<file path="src/brf_pkg.sv">
// Package: transaction types, relocation codes and Thumb-2 imm16 helpers for the fixup core.
package brf_pkg;

    localparam int unsigned DeltaWidth = 64;

    localparam logic [3:0] RELOC_PAD         = 4'd0;
    localparam logic [3:0] RELOC_HIGHLOW     = 4'd3;
    localparam logic [3:0] RELOC_THUMB_MOV32 = 4'd7;
    localparam logic [3:0] RELOC_DIR64       = 4'd10;

    localparam logic [1:0] ACT_NONE    = 2'd0;
    localparam logic [1:0] ACT_FIRST   = 2'd1;
    localparam logic [1:0] ACT_BOTH    = 2'd2;
    localparam logic [1:0] ACT_UNKNOWN = 2'd3;

    typedef struct packed {
        logic [31:0] page_address;
        logic [15:0] reloc_entry;
        logic [31:0] word_first;
        logic [31:0] word_second;
    } reloc_in_t;

    typedef struct packed {
        logic [31:0] target_address;
        logic [31:0] new_first;
        logic [31:0] new_second;
        logic [1:0]  action;
    } reloc_out_t;

    // imm16 = imm4:i:imm3:imm8
    function automatic logic [15:0] thumb_imm16_get(input logic [31:0] insn);
        thumb_imm16_get = {insn[3:0], insn[10], insn[30:28], insn[23:16]};
    endfunction

    function automatic logic [31:0] thumb_imm16_put(input logic [31:0] insn,
                                                    input logic [15:0] imm16);
        logic [31:0] r;
        r        = insn;
        r[3:0]   = imm16[15:12];
        r[10]    = imm16[11];
        r[30:28] = imm16[10:8];
        r[23:16] = imm16[7:0];
        thumb_imm16_put = r;
    endfunction

endpackage

</file>
<file path="src/brf_fixup.sv">
// Combinational fixup datapath: target address, patched words and action for one entry.
module brf_fixup (
    input  brf_pkg::reloc_in_t                  item,
    input  logic [brf_pkg::DeltaWidth-1:0]      delta,
    input  logic                                delta_nz,
    output brf_pkg::reloc_out_t                 result
);

    logic [3:0]  kind;
    logic [11:0] offset;
    logic [63:0] pair_sum;
    logic [31:0] word_sum;
    logic [31:0] thumb_sum;

    assign kind   = item.reloc_entry[15:12];
    assign offset = item.reloc_entry[11:0];

    assign pair_sum  = {item.word_second, item.word_first} + delta;
    assign word_sum  = item.word_first + delta[31:0];
    assign thumb_sum = {brf_pkg::thumb_imm16_get(item.word_second),
                        brf_pkg::thumb_imm16_get(item.word_first)} + delta[31:0];

    always_comb
    begin
        result.target_address = item.page_address + {20'd0, offset};
        result.new_first      = item.word_first;
        result.new_second     = item.word_second;
        result.action         = brf_pkg::ACT_NONE;
        if (delta_nz)
        begin
            unique case (kind)
                brf_pkg::RELOC_PAD:
                begin
                    result.action = brf_pkg::ACT_NONE;
                end
                brf_pkg::RELOC_HIGHLOW:
                begin
                    result.new_first = word_sum;
                    result.action    = brf_pkg::ACT_FIRST;
                end
                brf_pkg::RELOC_DIR64:
                begin
                    result.new_first  = pair_sum[31:0];
                    result.new_second = pair_sum[63:32];
                    result.action     = brf_pkg::ACT_BOTH;
                end
                brf_pkg::RELOC_THUMB_MOV32:
                begin
                    result.new_first  = brf_pkg::thumb_imm16_put(item.word_first,
                                                                 thumb_sum[15:0]);
                    result.new_second = brf_pkg::thumb_imm16_put(item.word_second,
                                                                 thumb_sum[31:16]);
                    result.action     = brf_pkg::ACT_BOTH;
                end
                default:
                begin
                    result.action = brf_pkg::ACT_UNKNOWN;
                end
            endcase
        end
    end

endmodule

</file>
<file path="src/base_relocation_fixup_core.sv">
// Top level: base relocation fixup core with input and result registers and delta register.
//
// Applies one image base relocation entry per transaction. An accepted entry is held in an
// input register, patched by one pass of combinational logic (a 64-bit add is the longest
// path) and captured in a result register that drives out_valid; the core sustains one
// transaction per cycle while out_ready stays high. A full result register blocks input only
// while the input register is full too: that register keeps taking transactions while the
// result moves on. The user must write image_delta through cfg_we/cfg_data only while the
// core is idle (the core does not enforce it). A zero delta makes all entries, unknown types too, action 0.
module base_relocation_fixup_core (
    input  logic                                clk,
    input  logic                                rst_n,
    input  logic                                in_valid,
    output logic                                in_ready,
    input  brf_pkg::reloc_in_t                  in_data,
    output logic                                out_valid,
    input  logic                                out_ready,
    output brf_pkg::reloc_out_t                 out_data,
    input  logic                                cfg_we,
    input  logic [brf_pkg::DeltaWidth-1:0]      cfg_data
);

    logic [brf_pkg::DeltaWidth-1:0] delta_reg;
    logic                           delta_nz_reg;
    brf_pkg::reloc_in_t             in_item_reg;
    logic                           in_valid_reg;
    brf_pkg::reloc_out_t            out_item_reg;
    logic                           out_valid_reg;
    brf_pkg::reloc_out_t            fix_result;
    logic                           out_free;
    logic                           advance;
    logic                           in_take;
    logic                           in_valid_next;
    logic                           out_valid_next;

    assign out_free       = !out_valid_reg || out_ready;
    assign advance        = in_valid_reg && out_free;
    assign in_ready       = !in_valid_reg || out_free;
    assign in_take        = in_valid && in_ready;
    assign in_valid_next  = in_take || (in_valid_reg && !advance);
    assign out_valid_next = advance || (out_valid_reg && !out_ready);

    always_ff @(posedge clk or negedge rst_n)
    begin
        if (!rst_n)
        begin
            delta_reg    <= '0;
            delta_nz_reg <= 1'b0;
        end
        else if (cfg_we)
        begin
            delta_reg    <= cfg_data;
            delta_nz_reg <= |cfg_data;
        end
    end

    always_ff @(posedge clk or negedge rst_n)
    begin
        if (!rst_n)
        begin
            in_valid_reg  <= 1'b0;
            out_valid_reg <= 1'b0;
        end
        else
        begin
            in_valid_reg  <= in_valid_next;
            out_valid_reg <= out_valid_next;
        end
    end

    always_ff @(posedge clk)
    begin
        if (in_take)
        begin
            in_item_reg <= in_data;
        end
        if (advance)
        begin
            out_item_reg <= fix_result;
        end
    end

    brf_fixup u_fixup (
        .item     (in_item_reg),
        .delta    (delta_reg),
        .delta_nz (delta_nz_reg),
        .result   (fix_result)
    );

    assign out_valid = out_valid_reg;
    assign out_data  = out_item_reg;

    a_zero_delta_no_write: assert property (@(posedge clk) disable iff (!rst_n)
        (out_valid_reg && !delta_nz_reg) |-> (out_item_reg.action == brf_pkg::ACT_NONE))
        else $error("action other than none with zero delta");

    a_advance_fills_output: assert property (@(posedge clk) disable iff (!rst_n)
        advance |=> out_valid_reg)
        else $error("advanced transaction did not reach result register");

    a_ready_when_empty: assert property (@(posedge clk) disable iff (!rst_n)
        !in_valid_reg |-> in_ready)
        else $error("input not ready with empty input register");

    a_delta_flag: assert property (@(posedge clk) disable iff (!rst_n)
        cfg_we |=> (delta_nz_reg == ($past(cfg_data) != '0)))
        else $error("nonzero delta flag out of step with delta");

endmodule
</file>
<file path="config.mk">
export PLATFORM = sky130hd
export DESIGN_NAME = base_relocation_fixup_core
export DESIGN_NICKNAME = d
export VERILOG_FILES = /design/src/brf_pkg.sv /design/src/brf_fixup.sv /design/src/base_relocation_fixup_core.sv
export SDC_FILE = /design/constraint.sdc
export NUM_CORES = 1
export LEC_CHECK = 0
export CAP_MARGIN = 0
export CELL_PAD_IN_SITES_DETAIL_PLACEMENT = 1
export CELL_PAD_IN_SITES_GLOBAL_PLACEMENT = 1
export CORE_MARGIN = 10
export CORE_UTILIZATION = 40
export DETAILED_ROUTE_END_ITERATION = 10
export DONT_BUFFER_PORTS = 1
export GPL_TIMING_DRIVEN = 0
export PLACE_DENSITY_LB_ADDON = 0.1
export SETUP_SLACK_MARGIN = 0.3
export SLEW_MARGIN = 20
export SYNTH_ARGS = -nofsm -noshare
export SYNTH_HDL_FRONTEND = slang
export SYNTH_SLANG_ARGS = --single-unit
</file>
<file path="constraint.sdc">
create_clock -name clk -period 5.2 [get_ports clk]
set_input_delay 1.56 -clock clk [delete_from_list [all_inputs] [get_ports clk]]
set_output_delay 1.56 -clock clk [all_outputs]
set_load 0.01 [all_outputs]
</file>
# After elaboration in Yosys (flattened, before gate mapping)
# Index checks and enable logic that the tools add are counted.
[totals]
reg_bits = 277
latch_bits = 0
ram_bits = 0
rom_bits = 0
elab_cells = 38
n_memories = 0
[op_classes]
n_addsub = 4
mul = 0
n_div = 0
magnitude_cmp = 0
n_eq_ne = 3
shifts = 0
n_mux = 4
bitwise_logic = 0
n_reduce_logical = 15
[ops]
columns = ["cell", "n"]
rows = [
  ["case mux 32 bit (3 select lines)", 1],
  ["two-way mux 66 bit", 1],
  ["adder 32 bit", 2],
  ["adder 64 bit", 1],
  ["case mux 32 bit (2 select lines)", 1],
  ["OR reduction 64 bit", 1],
  ["adder 32 x 12 -> 32 bit", 1],
  ["case mux 2 bit (3 select lines)", 1],
  ["== test 4 x 2 -> 1 bit, second input constant", 1],
  ["== test 4 x 3 -> 1 bit, second input constant", 1],
  ["== test 4 bit, second input constant", 1],
  ["logical AND 1 bit", 4],
  ["zero test 1 bit", 4],
  ["zero test 4 bit", 1],
  ["logical OR 1 bit", 4],
  ["OR reduction 2 bit", 1],
]

# Depth between registers and ports, before layout
# Gate-level depths: netlist of run 1.
[depth]
depth_word = 6
ltp_mapped = 14

# Cells and area by module
# A second synthesis of run 1 with hierarchy kept.
[unflattened]
cells_unflattened = 1427
area_unflattened_um2 = 15830.2
[modules_own_cells]
columns = ["mod", "n_inst", "cells_each", "area_each_um2"]
rows = [
  ["base_relocation_fixup_core", 1, 378, 8949.8],
  ["brf_fixup", 1, 1049, 6880.3],
]

# Worst setup path before layout of run 1
# OpenSTA, ideal clock, no wires.
[synth_path]
path_kind = "input -> register"
startpoint = "input out_ready"
endpoint = "register in_item_reg[0] in the netlist's numbering (enable)"
setup_time_ns = 0.484
arrival_time_ns = 4.362
slack_ns = 0.354
path_stages = 2
path_buffers = 0
cell_sequence = "nand3b_1 -> and2_1"
[synth_via]
elab_chain_len = 3
[synth_lines]
columns = ["item", "line_no", "source"]
rows = [
  ["from (decl)", "base_relocation_fixup_core.sv:17", "input logic out_ready,"],
  ["logical OR 1 bit", "base_relocation_fixup_core.sv:36", "assign out_free = !out_valid_reg || out_ready;"],
  ["logical OR 1 bit", "base_relocation_fixup_core.sv:38", "assign in_ready = !in_valid_reg || out_free;"],
  ["logical AND 1 bit", "base_relocation_fixup_core.sv:39", "assign in_take = in_valid && in_ready;"],
  ["named net in_take", "base_relocation_fixup_core.sv:32", "logic in_take;"],
  ["to (signal assigned)", "base_relocation_fixup_core.sv:75", "in_item_reg <= in_data;"],
  ["to (decl)", "base_relocation_fixup_core.sv:25", "brf_pkg::reloc_in_t in_item_reg;"],
]
# The timed path passes the listed nets, and every way through them passes these cells.
# A chain may end at the register's enable or synchronous reset.

==> results of run 1 <==
## layer usage
metal | track usage | routed length, µm
met1 | 0.263 | 22600
met2 | 0.358 | 25200
met3 | 0.0546 | 3300
met4 | 0.0692 | 1600
met5 | 0 | 25
## worst paths after layout
check / from / endpoint / slack [ns] / cells past startpoint
max: delta_reg[0] / out_data[30] / 0.49 / 14
min: in_valid_reg / out_valid / 0.49 / 1
max reg2reg: delta_reg[0] / out_data[30] / 0.49 / 14
min reg2reg: in_valid_reg / out_valid / 0.49 / 1
max in group asynchronous: rst_n / delta_reg[39] / 4.38 / 0
min in group asynchronous: rst_n / delta_reg[47] / 0.66 / 0
## logic make-up after synthesis
family | share of synthesized area
adders and majority gates | 0.0878
and+or+nand+nor | 0.106
buffers and inverters | 0.0207
xor gates and xnor gates | 0.0632
DFF | 0.506
AOI/OAI and AO/OA | 0.170
muxes | 0.0463
## power groups by stage
stage / sequential [W] / clock [W] / combinational [W]
after floorplan: 0.00277 / 0 / 0.00106
after global placement: 0.00287 / 0 / 0.00138
after detailed placement: 0.00285 / 0 / 0.00142
after CTS: 0.00281 / 0.00231 / 0.00143
after global routing: 0.00282 / 0.00239 / 0.00160
final: 0.00280 / 0.00225 / 0.00143
## metrics by stage
stage | hold slack, ns | cell area [µm²]
floorplan | 0.449 | 15800
global route | 0.509 | 17600
CTS | 0.498 | 17600
finish | 0.490 | 17600
detailed placement | 0.495 | 16500
global placement | 0.463 | 16400
## layout by cell type (no fill, tap or decap), drive strengths merged, types with 7 or more instances in the layout
cell      n
nor3     18
edfxtp  210
inv      38
nor2     80
xor2     43
and3     12
nor2b     9
nand3    29
a22oi    18
a21oi   122
a31oi    17
a211oi    7
o21bai   25
o221ai    8
ha      106
o211ai    9
o21a     13
nand4    26
a21o     56
mux2     64
nand2   116
nor4     17
dfrtp    67
o21ai    89
clkbuf   87
clkinv   13
xnor2    71
nand2b   23
## worst max-delay path: cells and delay by family, from the launching register on
family / cells / cell delay [ns]
compound gates: 9 / 2.84
fa+ha+maj: 2 / 0.62
flops: 1 / 0.47
simple gates: 1 / 0.28
xor+xnor: 1 / 0.16
buf+inv: 1 / 0.07
## area by class of cell
cell class	count	area share
well taps	518	0.0368
flip-flops and latches	277	0.454
clock inverters	19	0.0105
plain buffers	50	0.0107
diodes	2	0.000284
clock buffers	38	0.0491
repair buffers	4	0.00540
multi-input cells	1056	0.426
inverters	37	0.00789
==> summary.txt, run 1 <==
Outcome
  – Status: finished, final reports clean

STA
  – RSZ-0062 raised after global routing: false
  – Rel. slew slack: 0.300
  – Slew @ Worst Pin: 1.05 ns
  – Max frequency: 0.212 GHz
  – Final setup vio count: 0
  – Worst Skew: 0.0129 ns
  – Setup total negative slack: 0 ns
  – Crit path time final: 4.71 ns
  – Final Max Slew Viols: 0
  – Endpoints failing hold: 0
  – Fin crit share: 0.906
  – Final worst slack: 0.491 ns

Power and ir drop
  – Sequential power share: 0.432
  – Pwr Density: 368 mW/mm²
  – Peak VDD IR: 0.284 mV
  – Clock share of power: 0.347
  – P_sw: 0.00198 W
  – P_int: 0.00450 W
  – LEAKAGE: 6.78 nW
  – Total chip power: 0.00648 W
  – Switching share of power: 0.305
  – Combinational share of power: 0.221

Routing
  – Drt pass-1 iters: 5
  – DR iter-0 viols: 691
  – Drt total wl: 52.7 mm
  – # DRC: 0
  – Vias/cell: 5.75
  – Per-cell routed wire length: 26.4 µm
  – Final ANT Viol Nets: 0
  – Vias post-DR: 11500

Worst setup path
  – Crit path largest cell delay: 0.53 ns
  – Startpoint types: flip-flop
  – Slowest-stage cell, CP: o41ai_2
  – Worst path cell trace: ha_1 -> inv_1 -> fa_1 -> nand2b_1 -> a21oi_1 -> o211ai_1 -> a41oi_1 -> a31oi_1 -> o41ai_2 -> a31oi_1 -> o211ai_1 -> o211ai_1 -> xor2_1 -> o21ai_0
  – Data required, critical path: 5.52 ns
  – CP most frequent cell: o211ai_1
  – CP Class: reg2reg
  – Crit-path max FO: 4
  – Worst EP arrival: 5.03 ns
  – Crit. End Element: flip-flop

Finish
  – Largest register FFs: 112
  – Share of layout cells above drive strength 1: 0.0912
  – Fillers: 4164
  – Final net count: 1747
  – Multi-input gate area: 0.00749 mm²
  – Util after Layout: 0.453
  – Layout Cells excl Fill: 2001
  – Register area: 0.00798 mm²
  – Area added between synthesis and finish: 11.5%

Global route
  – GRT overflow: 0
  – Total Routing Usage GR: 0.213
  – Initial antenna violation count: 4
  – Vias in the first global route: 12300
  – First-pass GRT wire length: 77.5 mm
  – Largest net degree at the start of global routing: 68

Synthesis
  – Most used DFF post-synth: edfxtp_1
  – Yosys reg bits: 277
  – Seq/Total Area, Yosys: 0.506
  – Mapped Cells: 1420
  – Count leader, synth: edfxtp_1
  – Post-synth ARST share: 0.242
  – Syn avg cell area: 11.1 µm²
  – Ranking of synthesized cells by area: edfxtp_1 (40%), dfrtp_1 (11%), ha_1 (8.4%)
  – Post-synth top area share: 0.399
  – Area leader, netlist: edfxtp_1
  – Synth cell count leaders: edfxtp_1 (210), a21oi_1 (121), nand2_1 (114)
  – Post-synth net total: 1710
  – Post-synth EDFFs: 210
  – Cell area after synthesis: 0.0158 mm²
  – Synth Warn #: 0
  – Cell variety after synth: 63

Placement
  – GPL Wtd Cong: 0.924
  – Pre-CTS setup slack: 0.613 ns
  – HPWL after DPL: 42.4 mm
  – Placed cells: 1942
  – Number of port buffers: 0

CTS
  – Inserted Clock Buffers: 31
  – Clock transition at the registers of the reported paths: 0.07 ns
  – Sink Count: 277
  – Post-cts sizing count: 0
  – Cts hold-fix bufs: 0
  – Clk buf depth: 3
  – Clock root cell: clkbuf_16
  – H-tree Lvls: 1
  – Clk Latency, worst-skew pair: 0.60 ns
  – CTS tree: built
  – Post-CTS setup buffers: 0

Floorplan
  – Total I/O pin count: 281
  – Die W: 219 µm
  – Core Rows: 72
  – Initial Util: 0.407
  – Die height: 219 µm
  – Core Box Area: 0.0388 mm²
  – Die area: 0.0478 mm²

Min path
  – Worst Hold Class: reg2reg

Run
  – Max Cap Viol: 0
No activity file was read; power rests on OpenSTA's default activity.
==> run 2: changes to the inputs <==
- clock period: 5.2 -> 4.7 ns (I/O delays scaled with it)
==> run 2 against run 1 <==
Clock power is 16% higher. First-iteration DRC count rose by 11%. Global-route usage up 0.29 points. Clock-buffer cell count increased by 8. Core utilization is 0.34 points higher. Largest power group unchanged. Critical path type unchanged.
==> summary.txt, run 2 (same netlist as run 1, synthesis figures left out) <==
STA
  – Setup total negative slack: 0 ns (unchanged)
  – RSZ-0062 raised after global routing: false (unchanged)
  – Worst Skew: 0.0239 ns (was 0.0129 ns)
  – Final worst slack: 0.536 ns (was 0.491 ns)
  – Endpoints failing hold: 0 (unchanged)
  – Final Max Slew Viols: 0 (unchanged)
  – Fin crit share: 0.886 (was 0.906)
  – Rel. slew slack: 0.401 (was 0.300)
  – Max frequency: 0.240 GHz (was 0.212 GHz)
  – Crit path time final: 4.16 ns (was 4.71 ns)
  – Slew @ Worst Pin: 0.896 ns (was 1.05 ns)
  – Final setup vio count: 0 (unchanged)

Placement
  – Placed cells: 1942 (unchanged)
  – Pre-CTS setup slack: 0.0800 ns (was 0.613 ns)
  – Number of port buffers: 0 (unchanged)
  – GPL Wtd Cong: 0.920 (was 0.924)
  – HPWL after DPL: 42.3 mm (was 42.4 mm)

Floorplan
  – Die W: 219 µm (unchanged)
  – Die area: 0.0478 mm² (unchanged)
  – Initial Util: 0.407 (unchanged)
  – Core Rows: 72 (unchanged)
  – Total I/O pin count: 281 (unchanged)
  – Core Box Area: 0.0388 mm² (unchanged)
  – Die height: 219 µm (unchanged)

Worst setup path
  – CP Class: reg2reg (unchanged)
  – Worst EP arrival: 4.41 ns (was 5.03 ns)
  – Startpoint types: flip-flop (unchanged)
  – Crit. End Element: flip-flop (unchanged)
  – Data required, critical path: 4.95 ns (was 5.52 ns)
  – Crit-path max FO: 3 (was 4)

Finish
  – Fillers: 4130 (was 4164)
  – Commonest non-fill, non-tap cell in the layout: edfxtp_1 (unchanged)
  – Final net count: 1753 (was 1747)
  – Multi-input gate area: 0.00753 mm² (was 0.00749 mm²)
  – Layout Cells excl Fill: 2008 (was 2001)
  – Share of layout cells above drive strength 1: 0.0954 (was 0.0912)
  – Area added between synthesis and finish: 12.3% (was 11.5%)
  – Register area: 0.00798 mm² (unchanged)
  – Largest register FFs: 112 (unchanged)
  – Commonest cells after routing, fill and taps aside: edfxtp_1 (210), a21oi_1 (120), nand2_1 (114) (was edfxtp_1 (210), a21oi_1 (121), nand2_1 (114))

Power and ir drop
  – Pwr Density: 413 mW/mm² (was 368 mW/mm²)
  – LEAKAGE: 6.83 nW (was 6.78 nW)
  – Peak VDD IR: 0.285 mV (was 0.284 mV)

Routing
  – Vias/cell: 5.76 (was 5.75)
  – Drt total wl: 53.0 mm (was 52.7 mm)
  – Vias post-DR: 11600 (was 11500)
  – # DRC: 0 (unchanged)
  – DR iter-0 viols: 766 (was 691)
  – Drt pass-1 iters: 5 (unchanged)
  – Per-cell routed wire length: 26.4 µm (about the same)
  – Final ANT Viol Nets: 0 (unchanged)

Global route
  – Total Routing Usage GR: 0.216 (was 0.213)
  – GRT overflow: 0 (unchanged)
  – Largest net degree at the start of global routing: 68 (unchanged)
  – Initial antenna violation count: 5 (was 4)
  – Vias in the first global route: 12300 (about the same)
  – First-pass GRT wire length: 77.7 mm (was 77.5 mm)

CTS
  – Inserted Clock Buffers: 34 (was 31)
  – Cts hold-fix bufs: 0 (unchanged)
  – Sink Count: 277 (unchanged)
  – Clock transition at the registers of the reported paths: 0.06 ns (was 0.07 ns)
  – Clk Latency, worst-skew pair: 0.54 ns (was 0.60 ns)
  – H-tree Lvls: 2 (was 1)
  – Clk buf depth: 3 (unchanged)
  – CTS tree: built (unchanged)
  – Clock root cell: clkbuf_16 (unchanged)

Min path
  – Worst Hold Class: reg2reg (unchanged)

Outcome
  – Status: finished, final reports clean (unchanged)

Run
  – Max Cap Viol: 0 (unchanged)
## run 2: worst paths after layout
kind | startpoint | to | slack [ns] | cells past startpoint
worst max-delay path | delta_reg[0] | out_data[26] | 0.54 | 14
worst min-delay path | delta_reg[58] | delta_reg[58] | 0.51 | 1
worst max register to register | delta_reg[0] | out_data[26] | 0.54 | 14
worst min register to register | delta_reg[58] | delta_reg[58] | 0.51 | 1
max in group asynchronous | rst_n | delta_reg[29] | 3.98 | 0
min in group asynchronous | rst_n | delta_reg[57] | 0.57 | 0
## run 2: cell type report
cell class / instances / share of cell area
Sequential cell: 277 / 0.450
Multi-Input combinational cell: 1056 / 0.425
Clock buffer: 46 / 0.0534
Tap cell: 518 / 0.0365
Buffer: 50 / 0.0106
Clock inverter: 15 / 0.00889
Inverter: 37 / 0.00783
Timing Repair Buffer: 7 / 0.00748
Antenna cell: 2 / 0.000282
## run 2: per-layer routing
metal	vias to the layer above	share of wire	GRT usage
li1	5456	-	-
met1	5741	0.43	0.262
met2	277	0.48	0.362
met3	81	0.063	0.0570
met4	6	0.032	0.0804
met5	-	0.00087	0
## run 2: worst max-delay path, stage by stage (launching register included)
cell	delay (ns)
dfrtp_1	0.45
ha_1	0.26
inv_1	0.08
fa_1	0.19
nand2b_1	0.29
a21oi_2	0.13
o211ai_1	0.48
a41oi_2	0.27
a31oi_2	0.56
o41ai_4	0.18
a31oi_2	0.40
o21ai_0	0.14
a21oi_1	0.19
xor2_1	0.15
o21ai_0	0.11
## run 2: through the flow
stage          hold WS [ns]  power [W]  cell area [µm²]   util
2_1_floorplan         0.449    0.00424            15800      -
3_3_place_gp          0.462    0.00469            16400  0.423
3_5_place_dp          0.501    0.00473            16600  0.426
4_1_cts               0.520    0.00739            17700  0.455
5_1_grt               0.533    0.00768            17700  0.457
6_report              0.513    0.00732            17700  0.457
## run 2: power breakdown
part	switching, W	total, W	internal, W	leakage [nW]
combinational	0.000970	0.00160	0.000632	3.50
clock	0.00103	0.00261	0.00158	0.537
sequential	0.000207	0.00310	0.00289	2.79
total	0.00221	0.00732	0.00510	6.83
## run 2: repair_timing
action / in CTS / in global routing
pin swaps: 0 / 3
gates resized for setup: 3 / 3
buffers inserted: 0 / 3
setup endpoints to repair: 2 / 4
==> run 3: changes to the inputs <==
- CELL_PAD_IN_SITES_DETAIL_PLACEMENT: 1 -> 0
==> run 3 against run 2 <==
Setup slack worse by 0.074 ns. Critical endpoint is now out_data[30]. Global-route usage decreased by 1.3 points. Register-to-register slack got worse by 0.07 ns. Clock-buffer cell count is 6 lower. Final cell count fell by 0.35%.
==> summary.txt, run 3 (same netlist as run 1, synthesis figures left out) <==
Outcome
  – Status: finished, final reports clean (unchanged)

CTS
  – Clk Latency, worst-skew pair: 0.60 ns (was 0.54 ns)
  – Sink Count: 277 (unchanged)
  – Clock transition at the registers of the reported paths: 0.07 ns (was 0.06 ns)
  – Clk buf depth: 3 (unchanged)
  – CTS tree: built (unchanged)
  – Inserted Clock Buffers: 31 (was 34)
  – Clock root cell: clkbuf_16 (unchanged)
  – H-tree Lvls: 1 (was 2)

Global route
  – Vias in the first global route: 11600 (was 12300)
  – GRT overflow: 0 (unchanged)
  – Total Routing Usage GR: 0.204 (was 0.216)
  – First-pass GRT wire length: 73.5 mm (was 77.7 mm)
  – Initial antenna violation count: 5 (unchanged)
  – Largest net degree at the start of global routing: 68 (unchanged)

Floorplan
  – Die area: 0.0478 mm² (unchanged)
  – Initial Util: 0.407 (unchanged)
  – Total I/O pin count: 281 (unchanged)
  – Die height: 219 µm (unchanged)
  – Core Box Area: 0.0388 mm² (unchanged)
  – Core Rows: 72 (unchanged)
  – Die W: 219 µm (unchanged)

Worst setup path
  – Worst path cell trace: ha_1 -> inv_1 -> fa_1 -> nand2b_1 -> a21oi_1 -> o211ai_1 -> a41oi_2 -> a31oi_4 -> o41ai_4 -> a31oi_1 -> o211ai_1 -> o211ai_1 -> xor2_1 -> o21ai_0 (was ha_1 -> inv_1 -> fa_1 -> nand2b_1 -> a21oi_2 -> o211ai_1 -> a41oi_2 -> a31oi_2 -> o41ai_4 -> a31oi_2 -> o21ai_0 -> a21oi_1 -> xor2_1 -> o21ai_0)
  – Crit. End Element: flip-flop (unchanged)
  – Reg2reg start: delta_reg[0] (unchanged)
  – Crit-path max FO: 4 (was 3)
  – Worst EP arrival: 4.56 ns (was 4.41 ns)
  – Startpoint types: flip-flop (unchanged)
  – CP Class: reg2reg (unchanged)
  – Setup crit start: delta_reg[0] (unchanged)
  – Data required, critical path: 5.02 ns (was 4.95 ns)
  – Slowest-stage cell, CP: dfrtp_1 (was a31oi_2)
  – CP most frequent cell: o211ai_1
  – Crit path largest cell delay: 0.45 ns (was 0.56 ns)

STA
  – Worst Skew: 0.0349 ns (was 0.0239 ns)
  – Endpoints failing hold: 0 (unchanged)
  – Rel. slew slack: 0.350 (was 0.401)
  – Crit path time final: 4.24 ns (was 4.16 ns)
  – Fin crit share: 0.902 (was 0.886)
  – Final worst slack: 0.462 ns (was 0.536 ns)
  – Final Max Slew Viols: 0 (unchanged)
  – Max frequency: 0.236 GHz (was 0.240 GHz)
  – Final setup vio count: 0 (unchanged)
  – RSZ-0062 raised after global routing: true (was false)
  – Hold_ws: 0.493 ns (was 0.513 ns)
  – Slew @ Worst Pin: 0.972 ns (was 0.896 ns)

Placement
  – HPWL after DPL: 40.4 mm (was 42.3 mm)
  – Post-Place Cell Area: 0.0166 mm² (unchanged)
  – Pre-CTS setup slack: 0.108 ns (was 0.0800 ns)
  – Number of port buffers: 0 (unchanged)
  – GPL Wtd Cong: 0.920 (unchanged)

Routing
  – Vias post-DR: 11300 (was 11600)
  – Drt pass-1 iters: 4 (was 5)
  – DR iter-0 viols: 770 (was 766)
  – Drt total wl: 50.5 mm (was 53.0 mm)
  – Final ANT Viol Nets: 0 (unchanged)
  – Per-cell routed wire length: 25.2 µm (was 26.4 µm)
  – Vias/cell: 5.66 (was 5.76)
  – # DRC: 0 (unchanged)

Finish
  – Share of layout cells above drive strength 1: 0.0911 (was 0.0954)
  – Commonest non-fill, non-tap cell in the layout: edfxtp_1 (unchanged)
  – Final net count: 1748 (was 1753)
  – Largest register FFs: 112 (unchanged)
  – Commonest cells after routing, fill and taps aside: edfxtp_1 (210), a21oi_1 (121), nand2_1 (114) (was edfxtp_1 (210), a21oi_1 (120), nand2_1 (114))
  – Final Cell Area: 0.0175 mm² (was 0.0177 mm²)
  – Area added between synthesis and finish: 11.1% (was 12.3%)

Power and ir drop
  – Switching share of power: 0.309 (was 0.302)
  – Combinational share of power: 0.227 (was 0.219)
  – Peak VDD IR: 0.336 mV (was 0.285 mV)
  – P_sw: 0.00214 W (was 0.00221 W)
  – P_int: 0.00480 W (was 0.00510 W)
  – Pwr Density: 396 mW/mm² (was 413 mW/mm²)
  – Clock share of power: 0.327 (was 0.357)
  – LEAKAGE: 6.75 nW (was 6.83 nW)
  – Sequential power share: 0.446 (was 0.424)

Min path
  – Worst Hold Class: reg2reg (unchanged)
  – Min-delay src: in_valid_reg (was delta_reg[58])

Run
  – Max Cap Viol: 0 (unchanged)
==> run 3: changes by cell type in the layout (fill, tap and decap cells not counted), moves of 2 or more <==
cell | before | now
bufinv_16 | 3 | 1
clkbuf_16 | 35 | 31
clkbuf_8 | 3 | 1
buf_4 | 3 | 1
a31oi_2 | 2 | 0
clkinv_2 | 3 | 9
==> run 3: metrics by stage <==
step	instances	util	setup TNS, ns	total power, W
final	2001	0.452	0	0.00694
after global placement	1938	0.423	-88.09	0.00469
after detailed placement	1942	0.426	0	0.00470
after global routing	2001	0.452	0	0.00729
after floorplan	1420	-	0	0.00424
after CTS	1999	0.451	0	0.00700
==> run 3: worst max-delay path: cells and delay by family (launching register included) <==
kind	cells	cell delay, ns
compound gates	9	2.38
simple gates	1	0.29
xor+xnor	1	0.16
flops	1	0.45
fa+ha+maj	2	0.61
buf+inv	1	0.06
==> run 3: repair_timing <==
action,in CTS,in global routing
pin swaps,0,2
hold buffers,0,0
endpoints found under the hold margin,0,0
gates resized for setup,2,3
setup buffers,0,1
endpoints found under the setup margin,2,6
==> run 3: power by group through the flow <==
stage / combinational (W) / clock (W) / sequential [W]
floorplan: 0.00118 / 0 / 0.00306
global route: 0.00176 / 0.00242 / 0.00312
finish: 0.00158 / 0.00227 / 0.00310
detailed placement: 0.00155 / 0 / 0.00315
CTS: 0.00157 / 0.00233 / 0.00310
global placement: 0.00153 / 0 / 0.00316
==> run 3: area by class of cell <==
cell class	count	area, µm²
multi-input cells	1056	7530
clock inverters	17	115
fillers	3701	21300
repair buffers	5	118
inverters	37	139
diodes	1	2.50
well taps	518	648
flip-flops and latches	277	7980
clock buffers	40	820
plain buffers	50	188
==> run 3: metal layers <==
metal,track usage,up-vias,wire length [µm]
met4,0.0637,6,1500
met1,0.256,5491,22000
met5,0,-,43
met2,0.338,302,23900
met3,0.0508,75,3110
li1,-,5453,-
==> run 3: worst paths after layout <==
check | slack (ns) | cells after the start | to
max in group asynchronous | 4.06 | 0 | delta_reg[5]
min reg2reg | 0.49 | 1 | out_valid
min | 0.49 | 1 | out_valid
max reg2reg | 0.46 | 14 | out_data[30]
max | 0.46 | 14 | out_data[30]
min in group asynchronous | 0.50 | 0 | delta_reg[59]
